$ cat config.mk
export PLATFORM = sky130hd
export DESIGN_NAME = door_opener_state_machine
export DESIGN_NICKNAME = d
export VERILOG_FILES = /design/src/rtl/dos_pkg.sv /design/src/rtl/door_opener_state_machine.sv
export SDC_FILE = /design/constraint.sdc
export NUM_CORES = 1
export LEC_CHECK = 0
export BUFFER_PORTS_ARGS = -buffer_cell sky130_fd_sc_hd__clkbuf_2
export CAP_MARGIN = 20
export CORE_UTILIZATION = 57
export DETAILED_ROUTE_END_ITERATION = 6
export PLACE_DENSITY = 0.8
export SETUP_SLACK_MARGIN = 0.05
export SLEW_MARGIN = 20
export SYNTH_ARGS = -nofsm -noshare
export SYNTH_HDL_FRONTEND = slang
export SYNTH_SLANG_ARGS = --single-unit
$ cat constraint.sdc
create_clock -name clock -period 3.2 [get_ports clock]
set_clock_uncertainty 0.2 [all_clocks]
set_input_delay 0 -clock clock [delete_from_list [all_inputs] [get_ports clock]]
set_output_delay 0 -clock clock [all_outputs]
set_load 0.02 [all_outputs]
$ cat src/rtl/dos_pkg.sv
// Shared types and constants for the door opener controller.
package dos_pkg;

   // Item kinds carried in tuser
   localparam logic [1:0] OP_TICK   = 2'd0;
   localparam logic [1:0] OP_SENSOR = 2'd1;
   localparam logic [1:0] OP_SWITCH = 2'd2;
   localparam logic [1:0] OP_REMOTE = 2'd3;

   // Remote request codes
   localparam logic [2:0] REQ_LIGHT_ON  = 3'd0;
   localparam logic [2:0] REQ_LIGHT_OFF = 3'd1;
   localparam logic [2:0] REQ_CLOSE     = 3'd2;
   localparam logic [2:0] REQ_OPEN      = 3'd3;
   localparam logic [2:0] REQ_STOP      = 3'd4;

   // Door status codes as reported on the result channel
   localparam logic [2:0] STATUS_OPEN    = 3'd0;
   localparam logic [2:0] STATUS_OPENING = 3'd1;
   localparam logic [2:0] STATUS_CLOSED  = 3'd2;
   localparam logic [2:0] STATUS_CLOSING = 3'd3;
   localparam logic [2:0] STATUS_STOPPED = 3'd4;
   localparam logic [2:0] STATUS_UNKNOWN = 3'd5;
   localparam logic [2:0] STATUS_BAD     = 3'd6;

   // Travel direction codes
   localparam logic [1:0] DIR_UP   = 2'd0;
   localparam logic [1:0] DIR_DOWN = 2'd1;
   localparam logic [1:0] DIR_NONE = 2'd2;

   // Command output bits: open, close, stop, light
   localparam logic [3:0] DRV_NONE  = 4'b0000;
   localparam logic [3:0] DRV_OPEN  = 4'b0001;
   localparam logic [3:0] DRV_CLOSE = 4'b0010;
   localparam logic [3:0] DRV_STOP  = 4'b0100;
   localparam logic [3:0] DRV_LIGHT = 4'b1000;

   // Pulse length after reset: 2000 ticks per unit times 10
   localparam logic [15:0] PULSE_RESET = 16'(2000 * 10);

   // Door state, one-hot
   typedef enum logic [6:0] {
      DOOR_OPEN    = 7'b0000001,
      DOOR_OPENING = 7'b0000010,
      DOOR_CLOSED  = 7'b0000100,
      DOOR_CLOSING = 7'b0001000,
      DOOR_STOPPED = 7'b0010000,
      DOOR_UNKNOWN = 7'b0100000,
      DOOR_BAD     = 7'b1000000
   } door_state_type;

   // Map the one-hot door state to its status code
   function automatic logic [2:0] door_status_code(door_state_type st);
      logic [2:0] code;
      case (st)
         DOOR_OPEN:    code = STATUS_OPEN;
         DOOR_OPENING: code = STATUS_OPENING;
         DOOR_CLOSED:  code = STATUS_CLOSED;
         DOOR_CLOSING: code = STATUS_CLOSING;
         DOOR_STOPPED: code = STATUS_STOPPED;
         DOOR_BAD:     code = STATUS_BAD;
         default:      code = STATUS_UNKNOWN;
      endcase
      return code;
   endfunction

endpackage

$ cat src/rtl/door_opener_state_machine.sv
// Door opener controller: door state tracking and timed command pulses.
// A result appears on the rsp channel in the cycle after its req transfer.
// Throughput: one item per cycle; the state update and the result register are loaded
//   in the same cycle, and the next item is taken in the cycle the waiting result is
//   taken, so a stalled result holds off the input.
// Reset (synchronous, active high): door unknown, direction none, all outputs
//   off, no pulse running, pulse length 20000 ticks, result register empty.
module door_opener_state_machine (
   input  logic        clock,
   input  logic        reset,
   // configuration
   input  logic        csr_wr_en,
   input  logic [15:0] csr_wr_data,    // pulse_ticks
   // item input
   input  logic        req_tvalid,
   output logic        req_tready,
   input  logic [7:0]  req_tdata,      // open_sensed, closed_sensed, request_code[2:0], zero pad
   input  logic [1:0]  req_tuser,      // opcode[1:0]
   // result output
   output logic        rsp_tvalid,
   input  logic        rsp_tready,
   output logic [15:0] rsp_tdata       // door_status[2:0], last_direction[1:0], open_drive,
                                       // close_drive, stop_drive, light_drive, zero pad
);

   logic [15:0]             pulse_ticks_ff;
   dos_pkg::door_state_type door_ff, door_in;
   logic [1:0]              dir_ff, dir_in;
   logic [15:0]             left_ff, left_in;
   logic [3:0]              drive_ff, drive_in;
   logic                    rsp_valid_ff, rsp_valid_in;
   logic [15:0]             rsp_data_ff, rsp_data_in;

   logic                    req_xfer;
   logic                    open_sensed;
   logic                    closed_sensed;
   logic [2:0]              request_code;
   logic [15:0]             pulse_len;
   logic                    start;
   logic [3:0]              start_bits;

   assign open_sensed   = req_tdata[0];
   assign closed_sensed = req_tdata[1];
   assign request_code  = req_tdata[4:2];

   // Take a new item when the result slot is empty or being drained
   assign req_tready = !rsp_valid_ff || rsp_tready;
   assign req_xfer   = req_tvalid && req_tready;

   // Zero pulse length acts as one
   assign pulse_len = (pulse_ticks_ff == 16'd0) ? 16'd1 : pulse_ticks_ff;

   // Pick the command pulse, if any, that this item starts
   always_comb begin
      start      = 1'b0;
      start_bits = dos_pkg::DRV_NONE;
      case (req_tuser)
         dos_pkg::OP_SWITCH: begin
            case (door_ff)
               dos_pkg::DOOR_CLOSED: begin
                  start      = 1'b1;
                  start_bits = dos_pkg::DRV_OPEN;
               end
               dos_pkg::DOOR_OPEN: begin
                  start      = 1'b1;
                  start_bits = dos_pkg::DRV_CLOSE;
               end
               dos_pkg::DOOR_OPENING, dos_pkg::DOOR_CLOSING: begin
                  start      = 1'b1;
                  start_bits = dos_pkg::DRV_STOP;
               end
               dos_pkg::DOOR_STOPPED: begin
                  if (dir_ff == dos_pkg::DIR_DOWN) begin
                     start      = 1'b1;
                     start_bits = dos_pkg::DRV_OPEN;
                  end else if (dir_ff == dos_pkg::DIR_UP) begin
                     start      = 1'b1;
                     start_bits = dos_pkg::DRV_CLOSE;
                  end
               end
               default: begin
               end
            endcase
         end
         dos_pkg::OP_REMOTE: begin
            case (request_code)
               dos_pkg::REQ_LIGHT_ON, dos_pkg::REQ_LIGHT_OFF: begin
                  start      = 1'b1;
                  start_bits = dos_pkg::DRV_LIGHT;
               end
               dos_pkg::REQ_CLOSE: begin
                  start      = 1'b1;
                  start_bits = dos_pkg::DRV_CLOSE;
               end
               dos_pkg::REQ_OPEN: begin
                  start      = 1'b1;
                  start_bits = dos_pkg::DRV_OPEN;
               end
               dos_pkg::REQ_STOP: begin
                  start      = 1'b1;
                  start_bits = dos_pkg::DRV_STOP;
               end
               default: begin
               end
            endcase
         end
         default: begin
         end
      endcase
   end

   // Next door state, direction, pulse counter and outputs
   always_comb begin
      door_in  = door_ff;
      dir_in   = dir_ff;
      left_in  = left_ff;
      drive_in = drive_ff;
      if (req_xfer) begin
         case (req_tuser)
            dos_pkg::OP_TICK: begin
               if (left_ff != 16'd0) begin
                  left_in = left_ff - 16'd1;
                  if (left_ff == 16'd1) begin
                     drive_in = dos_pkg::DRV_NONE;
                  end
               end
            end
            dos_pkg::OP_SENSOR: begin
               if (open_sensed && closed_sensed) begin
                  door_in = dos_pkg::DOOR_BAD;
                  dir_in  = dos_pkg::DIR_NONE;
               end else if (open_sensed) begin
                  door_in = dos_pkg::DOOR_OPEN;
                  dir_in  = dos_pkg::DIR_NONE;
               end else if (closed_sensed) begin
                  door_in = dos_pkg::DOOR_CLOSED;
                  dir_in  = dos_pkg::DIR_NONE;
               end else if (door_ff == dos_pkg::DOOR_OPEN) begin
                  door_in = dos_pkg::DOOR_CLOSING;
                  dir_in  = dos_pkg::DIR_DOWN;
               end else if (door_ff == dos_pkg::DOOR_CLOSED) begin
                  door_in = dos_pkg::DOOR_OPENING;
                  dir_in  = dos_pkg::DIR_UP;
               end else if (door_ff == dos_pkg::DOOR_BAD) begin
                  door_in = dos_pkg::DOOR_UNKNOWN;
                  dir_in  = dos_pkg::DIR_NONE;
               end
            end
            default: begin
               if (start) begin
                  left_in  = pulse_len;
                  drive_in = start_bits;
               end
               if (req_tuser == dos_pkg::OP_SWITCH &&
                   (door_ff == dos_pkg::DOOR_OPENING ||
                    door_ff == dos_pkg::DOOR_CLOSING)) begin
                  door_in = dos_pkg::DOOR_STOPPED;
               end
            end
         endcase
      end
   end

   // Result slot: load on a req transfer, drop when taken
   always_comb begin
      rsp_valid_in = rsp_valid_ff;
      rsp_data_in  = rsp_data_ff;
      if (req_xfer) begin
         rsp_valid_in = 1'b1;
         rsp_data_in  = {7'd0, drive_in[3], drive_in[2], drive_in[1], drive_in[0],
                         dir_in, dos_pkg::door_status_code(door_in)};
      end else if (rsp_tready) begin
         rsp_valid_in = 1'b0;
      end
   end

   // Control and state registers
   always_ff @(posedge clock) begin
      if (reset) begin
         pulse_ticks_ff <= dos_pkg::PULSE_RESET;
         door_ff        <= dos_pkg::DOOR_UNKNOWN;
         dir_ff         <= dos_pkg::DIR_NONE;
         left_ff        <= 16'd0;
         drive_ff       <= dos_pkg::DRV_NONE;
         rsp_valid_ff   <= 1'b0;
      end else begin
         if (csr_wr_en) begin
            pulse_ticks_ff <= csr_wr_data;
         end
         door_ff      <= door_in;
         dir_ff       <= dir_in;
         left_ff      <= left_in;
         drive_ff     <= drive_in;
         rsp_valid_ff <= rsp_valid_in;
      end
   end

   // Result payload, no reset needed
   always_ff @(posedge clock) begin
      rsp_data_ff <= rsp_data_in;
   end

   assign rsp_tvalid = rsp_valid_ff;
   assign rsp_tdata  = rsp_data_ff;

endmodule
### After elaboration in Yosys (flattened, before gate mapping)

Cells that the tools add are included.
W data, S select, Z words.

| word-level totals | value |
|---|---|
| flip-flop bits (word level) | 55 |
| bits in latches | 0 |
| bits in writable memories | 0 |
| bits in read-only memories | 0 |
| input port bits | 31 |
| output and inout port bits | 18 |
| logic and storage cells | 88 |
| memories kept | 0 |

| operators by class | value |
|---|---|
| add/sub/neg operators | 1 |
| multiply operators | 0 |
| div/mod/pow operators | 0 |
| order comparisons | 0 |
| equal/unequal tests | 22 |
| shifts and indexed selects | 0 |
| mux-type cells | 39 |
| bitwise gates (word level) | 1 |
| reductions and logical operators | 18 |

Operators by type and width:

| kind | number |
|---|---|
| $mux W7 | 8 |
| $mux W16 | 3 |
| $pmux W16 S2 | 1 |
| $mux W2 | 10 |
| $pmux W3 S6 | 1 |
| $eq A16 B1 Y1 const B | 1 |
| $logic_not A16 Y1 | 1 |
| $mux W4 | 4 |
| $pmux W4 S2 | 2 |
| $pmux W4 S4 | 1 |
| $reduce_bool A16 Y1 | 1 |
| $sub A16 B1 Y16 const B | 1 |
| $eq A7 B1 Y1 const B | 2 |
| $eq A7 B2 Y1 const B | 2 |
| $eq A7 B3 Y1 const B | 2 |
| $eq A7 B4 Y1 const B | 2 |
| $eq A7 B5 Y1 const B | 2 |
| $eq A7 B7 Y1 const B | 2 |
| $pmux W7 S2 | 1 |
| $pmux W3 S4 | 1 |
| $eq A3 B2 Y1 const B | 2 |
| $mux W1 | 5 |
| $reduce_or A5 Y1 | 1 |
| $eq A2 B1 Y1 const B | 2 |
| 15 further kinds | 23 |

### Logic depth before layout (Yosys ltp)

| logic depth | value |
|---|---|
| word-level depth | 11 |
| gate-level depth with buffers | 9 |
| mapped depth without buffers | 8 |

### Worst setup path before layout

Ideal clock, no wire load.

| timing path | value |
|---|---|
| path kind | register to register |
| from | register rsp_valid_ff, in the netlist rsp_tvalid |
| to | register rsp_data_ff[2], in the netlist rsp_tdata[2] (data pin) |
| library setup time | 0.267 ns |
| arrival | 1.956 ns |
| required time | 2.733 ns |
| setup slack | 0.777 ns |
| stages on the path, launching flop included | 8 |
| path buffers | 0 |
| period minus slack after synthesis | 2.423 ns |
| cell sequence | dfxtp_1 -> and2b_1 -> inv_2 -> and4_1 -> a221oi_1 -> nand2_1 -> a2111oi_2 -> a21oi_1 |

| on the way | value |
|---|---|
| longest elaborated chain between the ends | 6 |
| elaborated cells on any way between the ends | 11 |
| classes of those cells | 6 x eq/ne; 2 x mux; 3 x reduce/logical |

RTL lines:

| what | RTL line | source |
|---|---|---|
| from (decl) | door_opener_state_machine.sv:31 | `logic rsp_valid_ff, rsp_valid_in;` |
| from (signal assigned) | door_opener_state_machine.sv:194 | `rsp_valid_ff <= rsp_valid_in;` |
| $logic_not A1 Y1 (*) | door_opener_state_machine.sv:47 | `assign req_tready = !rsp_valid_ff \|\| rsp_tready;` |
| $logic_or A1 B1 Y1 (*) | door_opener_state_machine.sv:47 |  |
| net req_tready | door_opener_state_machine.sv:16 | `output logic req_tready,` |
| $logic_and A1 B1 Y1 (*) | door_opener_state_machine.sv:48 | `assign req_xfer = req_tvalid && req_tready;` |
| $mux W7 (*) | door_opener_state_machine.sv:118 | `if (req_xfer) begin` |
| $eq A7 B7 Y1, or another cell as far along | dos_pkg.sv:55 | `case (st)` |
| $pmux W3 S6 (*) | dos_pkg.sv:55 |  |
| to (signal assigned) | door_opener_state_machine.sv:200 | `rsp_data_ff <= rsp_data_in;` |
| to (decl) | door_opener_state_machine.sv:32 | `logic [15:0] rsp_data_ff, rsp_data_in;` |

Mark *: on every way through the listed nets, which the timed path passes. The rest lies on a longest branch.
A chain may end at the register's enable or synchronous reset.

### Final worst setup path

| timing path | value |
|---|---|
| from | register rsp_valid_ff, in the netlist rsp_tvalid |
| to | register rsp_data_ff[2], in the netlist rsp_tdata[2] (data pin) |

| on the way | value |
|---|---|
| longest elaborated chain between the ends | 6 |
| elaborated cells on any way between the ends | 11 |
| classes of those cells | 6 x eq/ne; 2 x mux; 3 x reduce/logical |

RTL lines:

| what | RTL line | source |
|---|---|---|
| $logic_not A1 Y1 (*) | door_opener_state_machine.sv:47 |  |
| $logic_or A1 B1 Y1 (*) | door_opener_state_machine.sv:47 |  |
| $logic_and A1 B1 Y1 (*) | door_opener_state_machine.sv:48 |  |
| net req_xfer | door_opener_state_machine.sv:34 | `logic req_xfer;` |
| $mux W7 (*) | door_opener_state_machine.sv:118 |  |
| $eq A7 B7 Y1, or another cell as far along | dos_pkg.sv:55 |  |
| $pmux W3 S6 (*) | dos_pkg.sv:55 |  |

Marks and branches as above.

==> insert_results.sql <==
INSERT INTO impl_metrics (metric_group, metric, value, unit) VALUES
('status', 'run_status', 'finished clean', ''),
('floorplanning', 'die_height', '77.1', 'um'),
('cells_and_area', 'multiInputGateArea', '1880', 'um^2'),
('cells_and_area', 'area.sequential', '1190', 'um^2'),
('critical_path', 'crit_path_max_incr_delay', '0.46', 'ns'),
('min_path', 'worst_hold_path_type', 'input pin to flop', ''),
('timing', 'layout_worst_path_cycle_share', '0.875', ''),
('clock_tree', 'worstSkewPairLatency', '0.32', 'ns'),
('timing', 'tightestPinTransition', '1.02', 'ns'),
('timing', 'final_max_slew_viol_count', '0', ''),
('clock_tree', 'htree_num_levels', '2', ''),
('logic_synthesis', 'synth_top_area_frac', '0.286', ''),
('route', 'via_per_inst', '5.99', ''),
('route', 'route.detailed.drc', '0', ''),
('logic_synthesis', 'yosysUniqueCellTypes', '71', ''),
('global_route', 'first_global_vias', '2654', ''),
('cells_and_area', 'final_layout_size_suffix_gt1_frac', '0.177', ''),
('logic_synthesis', 'syn-mean-instance-area', '8.40', 'um^2'),
('global_route', 'antenna_found_initial', '0', ''),
('critical_path', 'crit_path_max_fanout', '12', ''),
('critical_path', 'endpoint_kind', 'flop', ''),
('route', 'detailedRoute.firstPassIterationCount', '5', ''),
('logic_synthesis', 'synth_largest_area_cell', 'dfxtp_1', ''),
('route', 'drt_iter0_drc', '313', ''),
('logic_synthesis', 'ys.warnings.count', '0', ''),
('logic_synthesis', 'syn_inst', '383', ''),
('logic_synthesis', 'share_of_the_synthesized_netlist_area_taken_by_xor_and_xnor_gates', '0.0191', ''),
('critical_path', 'critical_path.startpoint_type', 'flop', ''),
('logic_synthesis', 'synth_fa_ha_area_frac', '0.00778', ''),
('floorplanning', 'core_area', '5270', 'um^2'),
('global_route', 'grt_pass1_wl', '12900', 'um'),
('critical_path', 'reg2reg_from', 'rsp_tvalid$_SDFFE_PP0P_', ''),
('global_route', 'pin_count_of_the_biggest_net_entering_global_routing', '50', ''),
('timing', 'setup_viol', '0', ''),
('clock_tree', 'clockBufferDepth', '2', ''),
('power', 'tot_pwr', '0.00153', 'W'),
('logic_synthesis', 'yosys_most_used_dff', 'dfxtp_1', ''),
('logic_synthesis', 'ys_seq_area_frac', '0.370', ''),
('cells_and_area', 'antenna_cells', '0', ''),
('logic_synthesis', 'ys_ff_latch', '55', ''),
('floorplanning', 'placementRows', '26', ''),
('critical_path', 'critical_path_arrival', '2.66', 'ns'),
('clock_tree', 'clock_tree_from_tritoncts', 'done', ''),
('power', 'peakVddDrop', '329', 'uV'),
('logic_synthesis', 'synth_top_family_by_area', 'simple AND/OR/NAND/NOR gates', ''),
('timing', 'finalSetupTns', '0', 'ns'),
('power', 'power.density_cell_area', '412', 'nW/um^2'),
('cells_and_area', 'num-fill-cells', '418', ''),
('route', 'antenna_left', '0', ''),
('timing', 'grt_setup_unrepaired', 'false', ''),
('cells_and_area', 'fin_util', '0.706', ''),
('logic_synthesis', 'syn-cell-area', '3220', 'um^2'),
('timing', 'finalHoldViolCount', '0', ''),
('clock_tree', 'numCtsBuffers', '5', ''),
('critical_path', 'worst-setup-path-type', 'flop to flop', ''),
('floorplanning', 'top_level_ports', '49', ''),
('clock_tree', 'cts_setup_buffers', '0', ''),
('logic_synthesis', 'synth_area_leaders', 'dfxtp_1 (29%), edfxtp_1 (8.4%), a21oi_1 (5.8%)', ''),
('route', 'routed_wire_length_per_instance', '15.8', 'um'),
('clock_tree', 'cts_sinks', '55', ''),
('placed_design', 'place.gp.congestion', '0.883', ''),
('logic_synthesis', 'synth-async-reset-ratio', '0', ''),
('global_route', 'global_router_s_overall_resource_usage', '0.274', ''),
('critical_path', 'reg2reg_depth', '8', ''),
('cells_and_area', 'final_nets', '461', ''),
('clock_tree', 'clkTransAtPathRegs', '0.10', 'ns'),
('min_path', 'hold_depth', '4', ''),
('run', 'cap_viol_max_count', '0', ''),
('floorplanning', 'floorplan.initialDensity', '0.611', ''),
('placed_design', 'detailedPlacementHpwl', '4980', 'um'),
('logic_synthesis', 'synth_compound_gate_area_share', '0.208', '');
worst paths after layout:
kind	to	slack, ns
max	rsp_tdata[2]$_DFFE_PP_	0.40
min	drive_ff[3]$_SDFF_PP0_	0.01
max reg2reg	rsp_tdata[2]$_DFFE_PP_	0.40
min reg2reg	left_ff[15]$_SDFFE_PP0P_	0.28
flip-flops by register name (all words and copies together), names as in the netlist:
register        count
door_ff             7
left_ff            16
rsp_tdata           9
pulse_ticks_ff     16
drive_ff            4
dir_ff              2
rsp_tvalid          1
report_power, final:
part / switching [W] / internal (W)
Combinational: 0.000190 / 0.000134
Clock: 0.000237 / 0.000205
Sequential: 0.0000330 / 0.000734
Yosys cell counts (all sizes together), types with 4 or more instances:
cell type / number
nor3: 15
edfxtp: 9
inv: 8
nor2: 44
o211ai: 4
a21oi: 37
and3: 4
mux2i: 16
buf: 19
clkbuf: 11
nor2b: 17
or4: 4
or2: 12
a211o: 7
a31oi: 4
a21o: 4
xnor2: 4
nor4: 12
nand2: 20
o21ai: 21
dfxtp: 46
nand2b: 7
nand3: 9
layout make-up:
cell class / instances / area share
clock inverters: 2 / 0.00403
well taps: 70 / 0.0235
flip-flops and latches: 55 / 0.320
multi-input cells: 296 / 0.505
repair buffers: 62 / 0.114
clock buffers: 6 / 0.0252
inverters: 8 / 0.00807
routing by layer:
layer | global-route usage | up-vias | wire, um
li1 | - | 1465 | -
met1 | 0.378 | 1378 | 3560
met2 | 0.421 | 126 | 3610
met3 | 0.0607 | 19 | 568
met4 | 0.0906 | 0 | 158
met5 | 0 | - | 0
cell usage in the layout (no fill, tap or decap), types with 4 or more instances in the layout:
cell type      instances
a21oi_1               37
nand2_1               20
nor4_1                11
dfxtp_1               46
conb_1                 7
mux2i_1               16
or2_2                 10
nor2b_1               16
inv_1                  7
o21ai_0               16
clkbuf_2              38
o21ai_1                5
nand3_1                9
edfxtp_1               9
nor3_1                13
nand2b_1               7
nor2_1                43
clkbuf_8               5
dlygate4sd3_1         22
xnor2_1                4
a21o_1                 4
a31oi_1                4
a211o_1                7
stage by stage:
| step | area [um^2] | instances | setup WS [ns] | hold slack, ns |
|---|---|---|---|---|
| 2_1_floorplan | 3240 | 389 | 0.777 | -0.0821 |
| 3_3_place_gp | 3380 | 469 | 0.570 | 0.00925 |
| 3_5_place_dp | 3380 | 469 | 0.476 | 0.0137 |
| 4_1_cts | 3710 | 499 | 0.454 | 0.00130 |
| 5_1_grt | 3720 | 499 | 0.286 | 0.0382 |
| 6_report | 3720 | 499 | 0.400 | 0.0136 |
kinds of logic (layout without fill, tap and decap cells):
logic type,after synthesis,in the layout
AO/OA/AOI/OAI,101,101
XOR/XNOR,7,7
buffers and inverters,38,78
adder cells (fa/ha/maj),2,2
multiplexers,16,16
flip-flops,55,55
other,1,7
AND/OR/NAND/NOR,163,163
critical path: cells and delay by family (launching register included):
family                 cells  cell delay [ns]
AO/OA/AOI/OAI              3             0.93
AND/OR/NAND/NOR            3             0.65
buffers and inverters      2             0.42
flip-flops                 1             0.34
timing repair:
item                                   in CTS  in global routing
resized for setup                           0                  0
endpoints found under the hold margin      25                  0
hold buffers                               22                  0
setup endpoints to repair                   0                  0
Power figures use the tool's default switching activity.
